## src/rtl/bba_pkg.sv

```systemverilog
// Shared types and constants for the buddy block allocator.
// No dependencies.
package bba_pkg;

    localparam logic [1:0] CMD_INIT  = 2'd0;
    localparam logic [1:0] CMD_ALLOC = 2'd1;
    localparam logic [1:0] CMD_FREE  = 2'd2;

    localparam logic [1:0] ST_OK       = 2'd0;
    localparam logic [1:0] ST_FAIL     = 2'd1;
    localparam logic [1:0] ST_NOTFOUND = 2'd2;

    localparam logic CFG_INIT_EXP = 1'b0;
    localparam logic CFG_MIN_EXP  = 1'b1;

    localparam int EXP_W       = 6;
    localparam int OFFSET_BITS = 32;

    typedef struct packed {
        logic [1:0]  command;
        logic [31:0] alloc_size;
        logic [31:0] block_offset;
        logic        cfg_bad;
    } bba_cmd_t;

endpackage

```

## src/rtl/bba_front.sv

```systemverilog
// Front end: accepts transactions, checks configuration, queues commands.
// Depends on bba_pkg.
module bba_front (
    input  logic                 clk,
    input  logic                 rst_n,
    input  logic                 in_valid,
    output logic                 in_ready,
    input  logic [1:0]           command,
    input  logic [31:0]          alloc_size,
    input  logic [31:0]          block_offset,
    input  logic [5:0]           init_exp,
    input  logic [5:0]           min_exp,
    input  logic [5:0]           offset_bits,
    output logic                 q_valid,
    input  logic                 q_ready,
    output bba_pkg::bba_cmd_t    q_data
);
    import bba_pkg::*;

    // two-entry queue
    bba_cmd_t   mem_reg [2];
    logic       wr_ptr_reg, wr_ptr_next, rd_ptr_reg, rd_ptr_next;
    logic [1:0] cnt_reg, cnt_next;
    logic       push, pop;
    bba_cmd_t   item;

    assign in_ready = (cnt_reg != 2'd2);
    assign q_valid  = (cnt_reg != 2'd0);
    assign q_data   = mem_reg[rd_ptr_reg];
    assign push     = in_valid && in_ready;
    assign pop      = q_valid && q_ready;

    always_comb
    begin
        item.command      = command;
        item.alloc_size   = alloc_size;
        item.block_offset = block_offset;
        item.cfg_bad      = (init_exp > offset_bits) || (min_exp > init_exp);
        wr_ptr_next = push ? ~wr_ptr_reg : wr_ptr_reg;
        rd_ptr_next = pop ? ~rd_ptr_reg : rd_ptr_reg;
        cnt_next    = cnt_reg + {1'b0, push} - {1'b0, pop};
    end

    always_ff @(posedge clk)
    begin
        if (push)
        begin
            mem_reg[wr_ptr_reg] <= item;
        end
    end

    always_ff @(posedge clk or negedge rst_n)
    begin
        if (!rst_n)
        begin
            wr_ptr_reg <= 1'b0;
            rd_ptr_reg <= 1'b0;
            cnt_reg    <= 2'd0;
        end
        else
        begin
            wr_ptr_reg <= wr_ptr_next;
            rd_ptr_reg <= rd_ptr_next;
            cnt_reg    <= cnt_next;
        end
    end

endmodule

```

## src/rtl/bba_back.sv

```systemverilog
// Back end: block list memory and the sequencer for init, allocate and free.
// Depends on bba_pkg.
module bba_back #(
    parameter int MAX_BLOCKS  = 256
) (
    input  logic                 clk,
    input  logic                 rst_n,
    input  logic                 q_valid,
    output logic                 q_ready,
    input  bba_pkg::bba_cmd_t    q_data,
    input  logic [5:0]           init_exp,
    input  logic [5:0]           min_exp,
    output logic                 out_valid,
    input  logic                 out_ready,
    output logic [bba_pkg::OFFSET_BITS-1:0] granted_offset,
    output logic [1:0]           status
);
    import bba_pkg::*;

    localparam int IW = $clog2(MAX_BLOCKS);
    localparam int CW = $clog2(MAX_BLOCKS + 1);
    localparam int SW = 34; // wide enough for sums up to 2^33

    localparam logic [3:0] S_IDLE   = 4'd0;
    localparam logic [3:0] S_SUM    = 4'd1;
    localparam logic [3:0] S_CHECK  = 4'd2;
    localparam logic [3:0] S_SCAN   = 4'd3;
    localparam logic [3:0] S_SPLIT  = 4'd4;
    localparam logic [3:0] S_SHIFT  = 4'd5;
    localparam logic [3:0] S_MERGE  = 4'd6;
    localparam logic [3:0] S_MRD    = 4'd7;
    localparam logic [3:0] S_REMOVE = 4'd8;
    localparam logic [3:0] S_DONE   = 4'd9;
    localparam logic [3:0] S_RDWAIT = 4'd10;

    // entry: {used, exponent}
    logic [EXP_W:0] mem [MAX_BLOCKS];
    logic [EXP_W:0] rd_data_reg;
    logic [IW-1:0]  rd_addr;
    logic           we;
    logic [IW-1:0]  wr_addr;
    logic [EXP_W:0] wr_data;

    logic [3:0]     state_reg, state_next;
    logic [3:0]     ret_reg, ret_next;
    bba_cmd_t       cmd_reg, cmd_next;
    logic [CW-1:0]  count_reg, count_next;
    logic [CW-1:0]  i_reg, i_next;
    logic [SW-1:0]  off_reg, off_next;
    logic           found_reg, found_next;
    logic [IW-1:0]  best_reg, best_next;
    logic [SW-1:0]  best_off_reg, best_off_next;
    logic [EXP_W-1:0] best_exp_reg, best_exp_next;
    logic [CW-1:0]  j_reg, j_next;
    logic [SW-1:0]  res_off_reg, res_off_next;
    logic [1:0]     res_st_reg, res_st_next;
    logic           ov_reg, ov_next;
    logic [1:0]     phase_reg, phase_next;

    logic [SW-1:0]  rd_size;
    logic [SW-1:0]  req;
    logic [SW-1:0]  half_size;
    logic [EXP_W-1:0] half;

    assign q_ready        = (state_reg == S_IDLE) && !ov_reg;
    assign out_valid      = ov_reg;
    assign granted_offset = res_off_reg[OFFSET_BITS-1:0];
    assign status         = res_st_reg;

    assign rd_size = (rd_data_reg[EXP_W-1:0] > 6'd33) ? '0
                     : (SW'(1) << rd_data_reg[EXP_W-1:0]);
    assign req     = SW'(cmd_reg.alloc_size);
    assign half    = best_exp_reg - 6'd1;
    assign half_size = (half > 6'd33) ? '0 : (SW'(1) << half);

    always_ff @(posedge clk)
    begin
        if (we)
        begin
            mem[wr_addr] <= wr_data;
        end
        rd_data_reg <= mem[rd_addr];
    end

    always_comb
    begin
        state_next    = state_reg;
        ret_next      = ret_reg;
        cmd_next      = cmd_reg;
        count_next    = count_reg;
        i_next        = i_reg;
        off_next      = off_reg;
        found_next    = found_reg;
        best_next     = best_reg;
        best_off_next = best_off_reg;
        best_exp_next = best_exp_reg;
        j_next        = j_reg;
        res_off_next  = res_off_reg;
        res_st_next   = res_st_reg;
        ov_next       = ov_reg;
        phase_next    = phase_reg;
        rd_addr       = i_reg[IW-1:0];
        we            = 1'b0;
        wr_addr       = best_reg;
        wr_data       = '0;

        if (ov_reg && out_ready)
        begin
            ov_next = 1'b0;
        end

        unique case (state_reg)
            S_IDLE:
            begin
                if (q_valid && !ov_reg)
                begin
                    cmd_next     = q_data;
                    res_off_next = '0;
                    res_st_next  = ST_FAIL;
                    i_next       = '0;
                    off_next     = '0;
                    found_next   = 1'b0;
                    if (q_data.cfg_bad)
                    begin
                        state_next = S_DONE;
                    end
                    else if (q_data.command == CMD_INIT)
                    begin
                        we         = 1'b1;
                        wr_addr    = '0;
                        wr_data    = {1'b0, init_exp};
                        count_next = CW'(1);
                        res_st_next = ST_OK;
                        state_next = S_DONE;
                    end
                    else if (q_data.command == CMD_ALLOC || q_data.command == CMD_FREE)
                    begin
                        rd_addr    = '0;
                        ret_next   = S_SUM;
                        state_next = (count_reg == '0) ? S_CHECK : S_RDWAIT;
                    end
                    else
                    begin
                        state_next = S_DONE;
                    end
                end
            end
            S_RDWAIT:
            begin
                // read data of entry i_reg valid next cycle
                state_next = ret_reg;
            end
            S_SUM:
            begin
                off_next = off_reg + rd_size;
                if (i_reg + CW'(1) >= count_reg)
                begin
                    i_next     = i_reg + CW'(1);
                    state_next = S_CHECK;
                end
                else
                begin
                    i_next     = i_reg + CW'(1);
                    rd_addr    = IW'(i_reg + CW'(1));
                    state_next = S_RDWAIT;
                end
            end
            S_CHECK:
            begin
                if (init_exp > 6'd33 || off_reg != (SW'(1) << init_exp))
                begin
                    state_next = S_DONE;
                end
                else if (cmd_reg.command == CMD_ALLOC && req == '0)
                begin
                    state_next = S_DONE;
                end
                else
                begin
                    i_next     = '0;
                    off_next   = '0;
                    rd_addr    = '0;
                    ret_next   = S_SCAN;
                    state_next = S_RDWAIT;
                end
            end
            S_SCAN:
            begin
                if (cmd_reg.command == CMD_ALLOC)
                begin
                    if (!rd_data_reg[EXP_W] && rd_size >= req &&
                        (!found_reg || rd_data_reg[EXP_W-1:0] < best_exp_reg))
                    begin
                        found_next    = 1'b1;
                        best_next     = i_reg[IW-1:0];
                        best_exp_next = rd_data_reg[EXP_W-1:0];
                        best_off_next = off_reg;
                    end
                    off_next = off_reg + rd_size;
                    i_next   = i_reg + CW'(1);
                    if (i_reg + CW'(1) >= count_reg)
                    begin
                        state_next = S_SPLIT;
                    end
                    else
                    begin
                        rd_addr    = IW'(i_reg + CW'(1));
                        state_next = S_RDWAIT;
                    end
                end
                else
                begin
                    if (off_reg == SW'(cmd_reg.block_offset))
                    begin
                        best_next     = i_reg[IW-1:0];
                        best_exp_next = rd_data_reg[EXP_W-1:0];
                        best_off_next = off_reg;
                        res_st_next   = ST_OK;
                        state_next    = S_MERGE;
                    end
                    else if (i_reg + CW'(1) >= count_reg)
                    begin
                        res_st_next = ST_NOTFOUND;
                        state_next  = S_DONE;
                    end
                    else
                    begin
                        off_next   = off_reg + rd_size;
                        i_next     = i_reg + CW'(1);
                        rd_addr    = IW'(i_reg + CW'(1));
                        state_next = S_RDWAIT;
                    end
                end
            end
            S_SPLIT:
            begin
                // entry best holds {1, best_exp} after each pass
                if (!found_reg)
                begin
                    state_next = S_DONE;
                end
                else
                begin
                    we      = 1'b1;
                    wr_addr = best_reg;
                    wr_data = {1'b1, best_exp_reg};
                    if (best_exp_reg == '0 || half_size < req || half < min_exp)
                    begin
                        res_st_next  = ST_OK;
                        res_off_next = best_off_reg;
                        state_next   = S_DONE;
                    end
                    else if (count_reg >= CW'(MAX_BLOCKS))
                    begin
                        state_next = S_DONE;
                    end
                    else
                    begin
                        // shift tail up by one, from the end down to best+1
                        j_next     = count_reg;
                        phase_next = 2'd0;
                        state_next = S_SHIFT;
                    end
                end
            end
            S_SHIFT:
            begin
                // phase 0: issue read of j-1; phase 1: wait; phase 2: write j
                if (j_reg == CW'(best_reg) + CW'(1))
                begin
                    we            = 1'b1;
                    wr_addr       = IW'(j_reg);
                    wr_data       = {1'b0, half};
                    best_exp_next = half;
                    count_next    = count_reg + CW'(1);
                    state_next    = S_SPLIT;
                end
                else
                begin
                    unique case (phase_reg)
                        2'd0:
                        begin
                            rd_addr    = IW'(j_reg - CW'(1));
                            phase_next = 2'd1;
                        end
                        2'd1:
                        begin
                            rd_addr    = IW'(j_reg - CW'(1));
                            phase_next = 2'd2;
                        end
                        default:
                        begin
                            we         = 1'b1;
                            wr_addr    = IW'(j_reg);
                            wr_data    = rd_data_reg;
                            j_next     = j_reg - CW'(1);
                            phase_next = 2'd0;
                        end
                    endcase
                end
            end
            S_MERGE:
            begin
                // mark current block free with its exponent, then look at buddy
                we      = 1'b1;
                wr_addr = best_reg;
                wr_data = {1'b0, best_exp_reg};
                if (best_exp_reg >= init_exp)
                begin
                    state_next = S_DONE;
                end
                else if (best_off_reg[best_exp_reg])
                begin
                    if (best_reg == '0)
                    begin
                        state_next = S_DONE;
                    end
                    else
                    begin
                        i_next     = CW'(best_reg) - CW'(1);
                        phase_next = 2'd0;
                        state_next = S_MRD;
                    end
                end
                else
                begin
                    if (CW'(best_reg) + CW'(1) >= count_reg)
                    begin
                        state_next = S_DONE;
                    end
                    else
                    begin
                        i_next     = CW'(best_reg) + CW'(1);
                        phase_next = 2'd0;
                        state_next = S_MRD;
                    end
                end
            end
            S_MRD:
            begin
                rd_addr = i_reg[IW-1:0];
                if (phase_reg != 2'd2)
                begin
                    phase_next = phase_reg + 2'd1;
                end
                else if (rd_data_reg[EXP_W] || rd_data_reg[EXP_W-1:0] != best_exp_reg)
                begin
                    state_next = S_DONE;
                end
                else
                begin
                    // merged block sits at the lower index; remove the upper
                    if (best_off_reg[best_exp_reg])
                    begin
                        best_next    = i_reg[IW-1:0];
                        best_off_next = best_off_reg - (SW'(1) << best_exp_reg);
                        j_next       = CW'(best_reg);
                    end
                    else
                    begin
                        j_next = i_reg;
                    end
                    best_exp_next = best_exp_reg + 6'd1;
                    phase_next    = 2'd0;
                    state_next    = S_REMOVE;
                end
            end
            S_REMOVE:
            begin
                // shift entries above j down by one
                if (j_reg + CW'(1) >= count_reg)
                begin
                    count_next = count_reg - CW'(1);
                    state_next = S_MERGE;
                end
                else
                begin
                    unique case (phase_reg)
                        2'd0:
                        begin
                            rd_addr    = IW'(j_reg + CW'(1));
                            phase_next = 2'd1;
                        end
                        2'd1:
                        begin
                            rd_addr    = IW'(j_reg + CW'(1));
                            phase_next = 2'd2;
                        end
                        default:
                        begin
                            we         = 1'b1;
                            wr_addr    = IW'(j_reg);
                            wr_data    = rd_data_reg;
                            j_next     = j_reg + CW'(1);
                            phase_next = 2'd0;
                        end
                    endcase
                end
            end
            S_DONE:
            begin
                if (!ov_reg || out_ready)
                begin
                    if (res_st_reg != ST_OK)
                    begin
                        res_off_next = '0;
                    end
                    ov_next    = 1'b1;
                    state_next = S_IDLE;
                end
            end
            default:
            begin
                state_next = S_IDLE;
            end
        endcase
    end

    always_ff @(posedge clk)
    begin
        cmd_reg      <= cmd_next;
        off_reg      <= off_next;
        best_reg     <= best_next;
        best_off_reg <= best_off_next;
        best_exp_reg <= best_exp_next;
        j_reg        <= j_next;
        res_off_reg  <= res_off_next;
        res_st_reg   <= res_st_next;
        i_reg        <= i_next;
        found_reg    <= found_next;
        phase_reg    <= phase_next;
        ret_reg      <= ret_next;
    end

    always_ff @(posedge clk or negedge rst_n)
    begin
        if (!rst_n)
        begin
            state_reg <= S_IDLE;
            count_reg <= '0;
            ov_reg    <= 1'b0;
        end
        else
        begin
            state_reg <= state_next;
            count_reg <= count_next;
            ov_reg    <= ov_next;
        end
    end

endmodule

```

## src/rtl/buddy_block_allocator_core.sv

```systemverilog
// Buddy block allocator, hardware version of the buddy memory scheme.
// Input channel (command, alloc_size, block_offset) and result channel
// (granted_offset, status) use valid/ready; one result per transaction.
// Configuration: cfg_index 0 writes init_exp, 1 writes min_exp; write only
// while idle. A bad config (init_exp above OFFSET_BITS or min_exp above
// init_exp) makes every command answer status 1.
// The front queues up to two commands; the back runs one at a time over a
// block list memory with a registered read port. Init, bad and unknown
// commands go straight to the result; allocate and free make a summing
// pass and a search pass over the block list, plus moving entries for
// each split or merge. One command is in the back at a time.
// Reset clears the block count, the queue and the result valid flag; the
// heap must then be set up with init. When the receiver stalls, the
// result holds and the back does not start its next command; the front
// keeps taking commands until its queue is full.
module buddy_block_allocator_core #(
    parameter int MAX_BLOCKS  = 256
) (
    input  logic                   clk,
    input  logic                   rst_n,
    input  logic                   in_valid,
    output logic                   in_ready,
    input  logic [1:0]             command,
    input  logic [bba_pkg::OFFSET_BITS-1:0] alloc_size,
    input  logic [bba_pkg::OFFSET_BITS-1:0] block_offset,
    output logic                   out_valid,
    input  logic                   out_ready,
    output logic [bba_pkg::OFFSET_BITS-1:0] granted_offset,
    output logic [1:0]             status,
    input  logic                   cfg_valid,
    output logic                   cfg_ready,
    input  logic                   cfg_index,
    input  logic [5:0]             cfg_data
);
    import bba_pkg::*;

    logic [5:0]  init_exp_reg, min_exp_reg;
    logic        q_valid, q_ready;
    bba_cmd_t    q_data;

    assign cfg_ready = 1'b1;

    always_ff @(posedge clk or negedge rst_n)
    begin
        if (!rst_n)
        begin
            init_exp_reg <= '0;
            min_exp_reg  <= '0;
        end
        else if (cfg_valid)
        begin
            if (cfg_index == CFG_INIT_EXP)
            begin
                init_exp_reg <= cfg_data;
            end
            else
            begin
                min_exp_reg <= cfg_data;
            end
        end
    end

    bba_front u_front (
        .clk          (clk),
        .rst_n        (rst_n),
        .in_valid     (in_valid),
        .in_ready     (in_ready),
        .command      (command),
        .alloc_size   (32'(alloc_size)),
        .block_offset (32'(block_offset)),
        .init_exp     (init_exp_reg),
        .min_exp      (min_exp_reg),
        .offset_bits  (6'(OFFSET_BITS)),
        .q_valid      (q_valid),
        .q_ready      (q_ready),
        .q_data       (q_data)
    );

    bba_back #(
        .MAX_BLOCKS  (MAX_BLOCKS)
    ) u_back (
        .clk            (clk),
        .rst_n          (rst_n),
        .q_valid        (q_valid),
        .q_ready        (q_ready),
        .q_data         (q_data),
        .init_exp       (init_exp_reg),
        .min_exp        (min_exp_reg),
        .out_valid      (out_valid),
        .out_ready      (out_ready),
        .granted_offset (granted_offset),
        .status         (status)
    );

endmodule
```

## config.mk

```make
export PLATFORM = sky130hd
export DESIGN_NAME = buddy_block_allocator_core
export DESIGN_NICKNAME = d
export VERILOG_FILES = /design/src/rtl/bba_pkg.sv /design/src/rtl/bba_front.sv /design/src/rtl/bba_back.sv /design/src/rtl/buddy_block_allocator_core.sv
export SDC_FILE = /design/constraint.sdc
export NUM_CORES = 2
export LEC_CHECK = 0
export BUFFER_PORTS_ARGS = -buffer_cell sky130_fd_sc_hd__buf_4
export CORE_MARGIN = 4
export CORE_UTILIZATION = 40
export DETAILED_ROUTE_END_ITERATION = 10
export GPL_ROUTABILITY_DRIVEN = 0
export HOLD_SLACK_MARGIN = 0.03
export SETUP_SLACK_MARGIN = 0.05
export SYNTH_ARGS = -nofsm -noshare
export SYNTH_HDL_FRONTEND = slang
export SYNTH_SLANG_ARGS = --single-unit
```

## constraint.sdc

```tcl
create_clock -name clk -period 6.91 [get_ports clk]
set_input_delay 1.7275 -clock clk [delete_from_list [all_inputs] [get_ports clk]]
set_output_delay 1.7275 -clock clk [all_outputs]
set_load 0.01 [all_outputs]
```

---- Yosys cells after proc, flatten, opt, wreduce, memory -nomap -nowiden ----
Memory sizes are Yosys's and may differ from the RTL's. A register that Yosys moved wholly into a read port is not among the register bits.
Cells that the tools add are included.
operators by class
  muxes and demuxes ....................... 167
  shifts and indexed selects .............. 4
  bitwise gates (word level) .............. 3
  $add $sub $neg .......................... 14
  order comparisons ....................... 15
  equality and inequality tests ........... 54
  reductions and logical operators ........ 55
operator list
  kind                                               count
  2-to-1 mux 34 bit                                  14
  2-to-1 mux 9 bit                                   25
  2-to-1 mux 8 bit                                   25
  case mux 34 bit (4 select lines)                   1
  left shift 1 x 6 -> 34 bit (first input constant)  4
  2-to-1 mux 32 bit                                  4
  2-to-1 mux 4 bit                                   27
  case mux 32 bit (3 select lines)                   1
  case mux 34 bit (2 select lines)                   1
  case mux 8 bit (6 select lines)                    1
  case mux 9 bit (5 select lines)                    1
  case mux 4 bit (11 select lines)                   1
  2-to-1 mux 6 bit                                   7
  2-to-1 mux 7 bit                                   6
  2-to-1 mux 2 bit                                   20
  != test 2 bit (second input constant)              19
  case mux 9 bit (4 select lines)                    1
  AND reduction 6 bit                                6
  case mux 7 bit (5 select lines)                    1
  adder 34 bit                                       1
  == test 34 x 32 -> 1 bit                           1
  >= comparator 34 x 32 -> 1 bit                     1
  zero test 34 bit                                   1
  less-than comparator 34 x 32 -> 1 bit              1
  other kinds (62)                                   142
storage, ports and cells
  register bits after elaboration ......... 237
  memories kept ........................... 2
  input bits .............................. 78
  word-level logic and storage cells ...... 336
  bits in writable memories ............... 1926
  output and inout port bits .............. 37
memories
  name             words  width  read ports  clocked after memory_dff  write ports  line             text
  u_back.mem       256    7      1           1                         1            bba_back.sv:37   logic [EXP_W:0] mem [MAX_BLOCKS];
  u_front.mem_reg  2      67     1           0                         1            bba_front.sv:21  bba_cmd_t mem_reg [2];

---- Logic depth before layout (Yosys ltp) ----
  word-level depth ........................ 9
  mapped depth ............................ 26
  gate-level depth less buffers ........... 22

---- Hierarchy ----
Synthesis repeated with hierarchy kept, for this count alone.
unflattened totals
  cells, all modules ...................... 7718
  area total of the unflattened synthesis .. 97068.1 um2
modules (own cells, without submodules)
  module                      sequential area each (um2)  cells an instance  times used  area each (um2)
  bba_back                    60428.0                     7418               1           91159.9
  bba_front                   4124.0                      270                1           5424.0
  buddy_block_allocator_core  300.3                       30                 1           484.2

---- Worst setup path after synthesis ----
No wires, ideal clock.
  kind .................................... register -> register
  start ................................... register u_back.best_exp_reg[1]
  end ..................................... register u_back.best_off_reg[0] (enable)
  setup slack ............................. -636 ps
  buffers on the path ..................... 2
  arrival time ............................ 7000 ps
  library setup time ...................... 546 ps
  clock period less this slack ............ 7546 ps
  cell stages (with the launch flop) ...... 16
  required time ........................... 6364 ps
  cell sequence ........................... edfxtp_1 clkbuf_1 clkbuf_1 inv_1 ha_1 nor2b_1 o21ai_0 nand2b_1 a21oi_1 nor2b_1 o21ai_0 nand2b_1 a221oi_1 nand2b_1 a311o_1 nor4_1
on the way
  longest elaborated chain between the ends .. 5
  elaborated cells on any way between the ends .. 11
  classes of those cells .................. 1 x order compare; 4 x eq/ne; 2 x mux; 4 x reduce/logical
RTL lines
  item                                                                                            line             text
  from (decl)                                                                                     bba_back.sv:53   logic [EXP_W-1:0] best_exp_reg, best_exp_next;
  from (signal assigned)                                                                          bba_back.sv:425  best_exp_reg <= best_exp_next;
  parallel branches: the longest is 4 deep, another holds binary-select mux 1 bit (select 6 bit)  --
  AND reduction 6 bit (no source line) (*)                                                        --
  to (signal assigned)                                                                            bba_back.sv:424  best_off_reg <= best_off_next;
  to (decl)                                                                                       bba_back.sv:52   logic [SW-1:0] best_off_reg, best_off_next;
Every way passes the cells marked *. The select of a mux whose other input is x is not followed.
A chain may end at the register's enable or synchronous reset.

---- Worst setup path after layout ----
  start ................................... register u_back.i_reg[1]
  end ..................................... register u_back.rd_data_reg[1] (read register of u_back.mem)
on the way
  longest elaborated chain between the ends .. 6
  elaborated cells on any way between the ends .. 16
  classes of those cells .................. 1 x add/sub; 1 x order compare; 14 x mux
RTL lines
  item                                 line                                               text
  from (decl)                          bba_back.sv:48                                     logic [CW-1:0] i_reg, i_next;
  from (signal assigned)               bba_back.sv:429                                    i_reg <= i_next;
  adder 9 x 1 -> 9 bit                 bba_back.sv:156, bba_back.sv:201, bba_back.sv:221
  >= comparator 9 bit                  bba_back.sv:156, bba_back.sv:201, bba_back.sv:221
  2-to-1 mux 8 bit                     bba_back.sv:156, bba_back.sv:201, bba_back.sv:221
  2-to-1 mux 8 bit                     bba_back.sv:213                                    if (off_reg == SW'(cmd_reg.block_offset))
  2-to-1 mux 8 bit                     bba_back.sv:189                                    if (cmd_reg.command == CMD_ALLOC)
  case mux 8 bit (6 select lines) (*)  bba_back.sv:112                                    unique case (state_reg)
  to (decl)                            bba_back.sv:38                                     logic [EXP_W:0] rd_data_reg;
Every way passes the cells marked *; elsewhere a longest branch is shown, timed or not.

==> flow_summary.yaml <==
global_route:
  overflow: 0
  grt_usage: 0.209
  grt_pass1_wl_um: 381000
  grt_pass1_vias: 55164
  grt_max_degree: 128
  antenna_found_initial: 6
layout:
  drive_gt1_frac: 0.178
  largest_reg_flops: 1792
  final_core_util: 0.455
  nNetsFinal: 6503
  syn_to_final_growth_pct: 13.1
setup_path:
  critPathLaunch: "u_back.i_reg[1]$_DFFE_PP_"
  slowest_delay_ns: 0.62
  reg2reg_slack_ns: 0.35
  ff2ff_path_depth: 21
  cp.required_ns: 7.64
  r2r_start: "u_back.i_reg[1]$_DFFE_PP_"
  critPathSlowestCell: "o22ai_1"
  crit_path_end_kind: "register"
  start_kind: "register"
  path_cells: "ha_1 > nand3_1 > nor2_1 > xor2_1 > ha_1 > and3_1 > a221oi_1 > o21ai_0 > a41oi_1 > o211ai_1 > or4_4 > and2_1 > o22a_4 > buf_12 > buf_12 > mux4_2 > and3_1 > a211oi_1 > nand4_1 > o22ai_1 > a311oi_2"
  path_max_fanout: 51
  worstSetupPathType: "register to register"
  crit_arrival_ns: 7.29
power_and_ir_drop:
  sw_frac_of_total: 0.389
  p_int_mw: 31.9
  p_leak_nw: 36.3
  p_sw_mw: 20.3
  pwr-share-comb: 0.437
  max-vdd-ir-drop_v: 0.000475
  power_frac_clock: 0.228
  pwr-share-seq: 0.335
  powerDensity_nw_per_um2: 487
sta:
  finClkSkew_ns: 0.0550
  fin_tns_setup_ns: 0
  drv_slew: 0
  hold_viol: 0
  worst_pin_slew_ns: 1.36
  finalSetupViolCount: 0
  max_freq_ghz: 0.152
  slew_headroom: 0.0920
  rsz0062_at_grt: "no"
  timing.final.crit_period_ns: 6.56
  period_share: 0.949
clocking:
  clkLatencyLatePin_ns: 0.88
  cts-root-buf: "clkbuf_16"
  cts_buffers: 217
  hold_buffers: 0
  htree_levels: 4
  cts_tree: "built"
  clockBufferDepth: 3
  cts.clk_slew.worst_paths_ns: 0.06
  clock_sinks: 2167
logic_synthesis:
  seq_area_frac_synth: 0.684
  synth_top_area_share: 0.675
  synth_area_leaders: "edfxtp_1 (68%), mux4_2 (7.5%), ha_1 (2.7%)"
  synth-main-ff-cell: "edfxtp_1"
  ys_types: 107
  synth_edf_count: 2130
  synth-async-reset-ratio: 0.0138
  synth.most_common_cell: "edfxtp_1"
  synth_area_um2: 94800
  yosysTopAreaCell: "edfxtp_1"
  syn_avg_cell_area_um2: 15.8
  syn_inst: 5983
  ys_top_cells_by_count: "edfxtp_1 (2130), nor2_1 (433), nand2_1 (404)"
  syn_nets: 6266
  yosys_warnings: 0
  ys_ff_latch: 2167
placed_design:
  numPortBuffers: 113
  dp_hpwl_um: 173000
worst_hold_path:
  worstHoldPathType: "register to register"
  worstHoldPathCells: 1
  min_from: "u_front.mem_reg[0][4]$_DFFE_PP_"
routing:
  drc_errors: 0
  drtIter0Drc: 6417
  antenna_left: 0
  drtPass1Iterations: 6
  routed_wl_um: 261000
  post_drt_wl_per_cell_um: 27.3
  num_vias: 56130
  viasPerCell: 5.87
job:
  drv_cap: 0
die:
  dieArea_um2: 245000
  start_util: 0.403
  io_pins: 115
  core_area_um2: 235000
  die_h_um: 495
  num_rows: 178
  die_w_um: 495
run_status:
  status: "finished, final reports clean"
## cell families after synthesis
group,after synthesis,share of synthesized area
adder cells (fa/ha/maj),205,0.0273
flip-flops,2167,0.684
buffers and inverters,441,0.0257
other,1,0.0000396
AND/OR/NAND/NOR,1471,0.0742
multiplexers,585,0.105
XOR/XNOR,136,0.0126
AO/OA/AOI/OAI,977,0.0712
## metrics by stage
step	cells	hold WS (ns)	power, mW	instance area, um^2	setup WS (ns)
after detailed placement	9151	0.521	40.4	100000	0.312
final	9558	0.535	52.2	107000	0.352
after global placement	9151	0.509	40.3	100000	0.286
after CTS	9555	0.534	52.3	107000	0.338
after floorplan	5983	0.452	32.2	94800	0.111
after global routing	9557	0.563	54.2	107000	0.142
## cell usage in the layout, fill, tap and decap left out, drive strengths merged, types with 46 or more instances in the layout
cell type,instances
a21o,72
mux2i,195
inv,116
and3,101
mux4,316
nand3,105
a22oi,109
nor3,73
clkbuf,266
buf,349
nor2,434
clkinv,97
o22ai,119
o21ai,154
nand2,405
xnor2,86
and2,46
nor2b,57
mux2,74
a21oi,187
edfxtp,2130
xor2,50
ha,202
nand4,89
## final timing paths
path | end
min in group asynchronous | min_exp_reg[2]$_DFFE_PN0P_
hold reg to reg | u_back.cmd_reg[4]$_DFFE_PP_
setup / recovery | u_back.rd_data_reg[1]$_DFF_P_
setup reg to reg | u_back.rd_data_reg[1]$_DFF_P_
max in group asynchronous | u_front.rd_ptr_reg$_DFFE_PN0P_
hold / removal | u_back.cmd_reg[4]$_DFFE_PP_
## layout make-up
cell class / count / area, um^2
clock inverters: 138 / 1510
fillers: 20248 / 128000
inverters: 110 / 413
clock buffers: 266 / 5710
well taps: 3150 / 3940
diodes: 3 / 7.51
multi-input cells: 3375 / 27700
repair buffers: 349 / 3100
flip-flops and latches: 2167 / 64900
## what timing repair did
| item | CTS | global route |
|---|---|---|
| endpoints found under the setup margin | 0 | 1 |
| resized for setup | 0 | 1 |
| buffers inserted | 0 | 0 |
## worst max-delay path: cells and delay by family (launching register included)
kind	cells	cell delay [ns]
simple gates	7	1.78
xor+xnor	1	0.20
flops	1	0.57
compound gates	8	2.50
mux	1	0.31
buf+inv	2	0.46
fa+ha+maj	2	0.56
## metal layers
| layer | track usage | share of wire |
|---|---|---|
| met5 | 0 | 0 |
| met4 | 0.0678 | 0.032 |
| met2 | 0.326 | 0.46 |
| met1 | 0.299 | 0.43 |
| met3 | 0.0373 | 0.081 |
## power by group through the flow
stage          clock network [mW]  registers [mW]  logic (mW)
2_1_floorplan                   0            17.6        14.6
3_3_place_gp                    0            17.7        22.5
3_5_place_dp                    0            17.7        22.7
4_1_cts                      12.1            17.5        22.7
5_1_grt                      12.6            17.5        24.1
6_report                     11.9            17.5        22.8
Note: power is estimated with default switching activity, not from simulation.
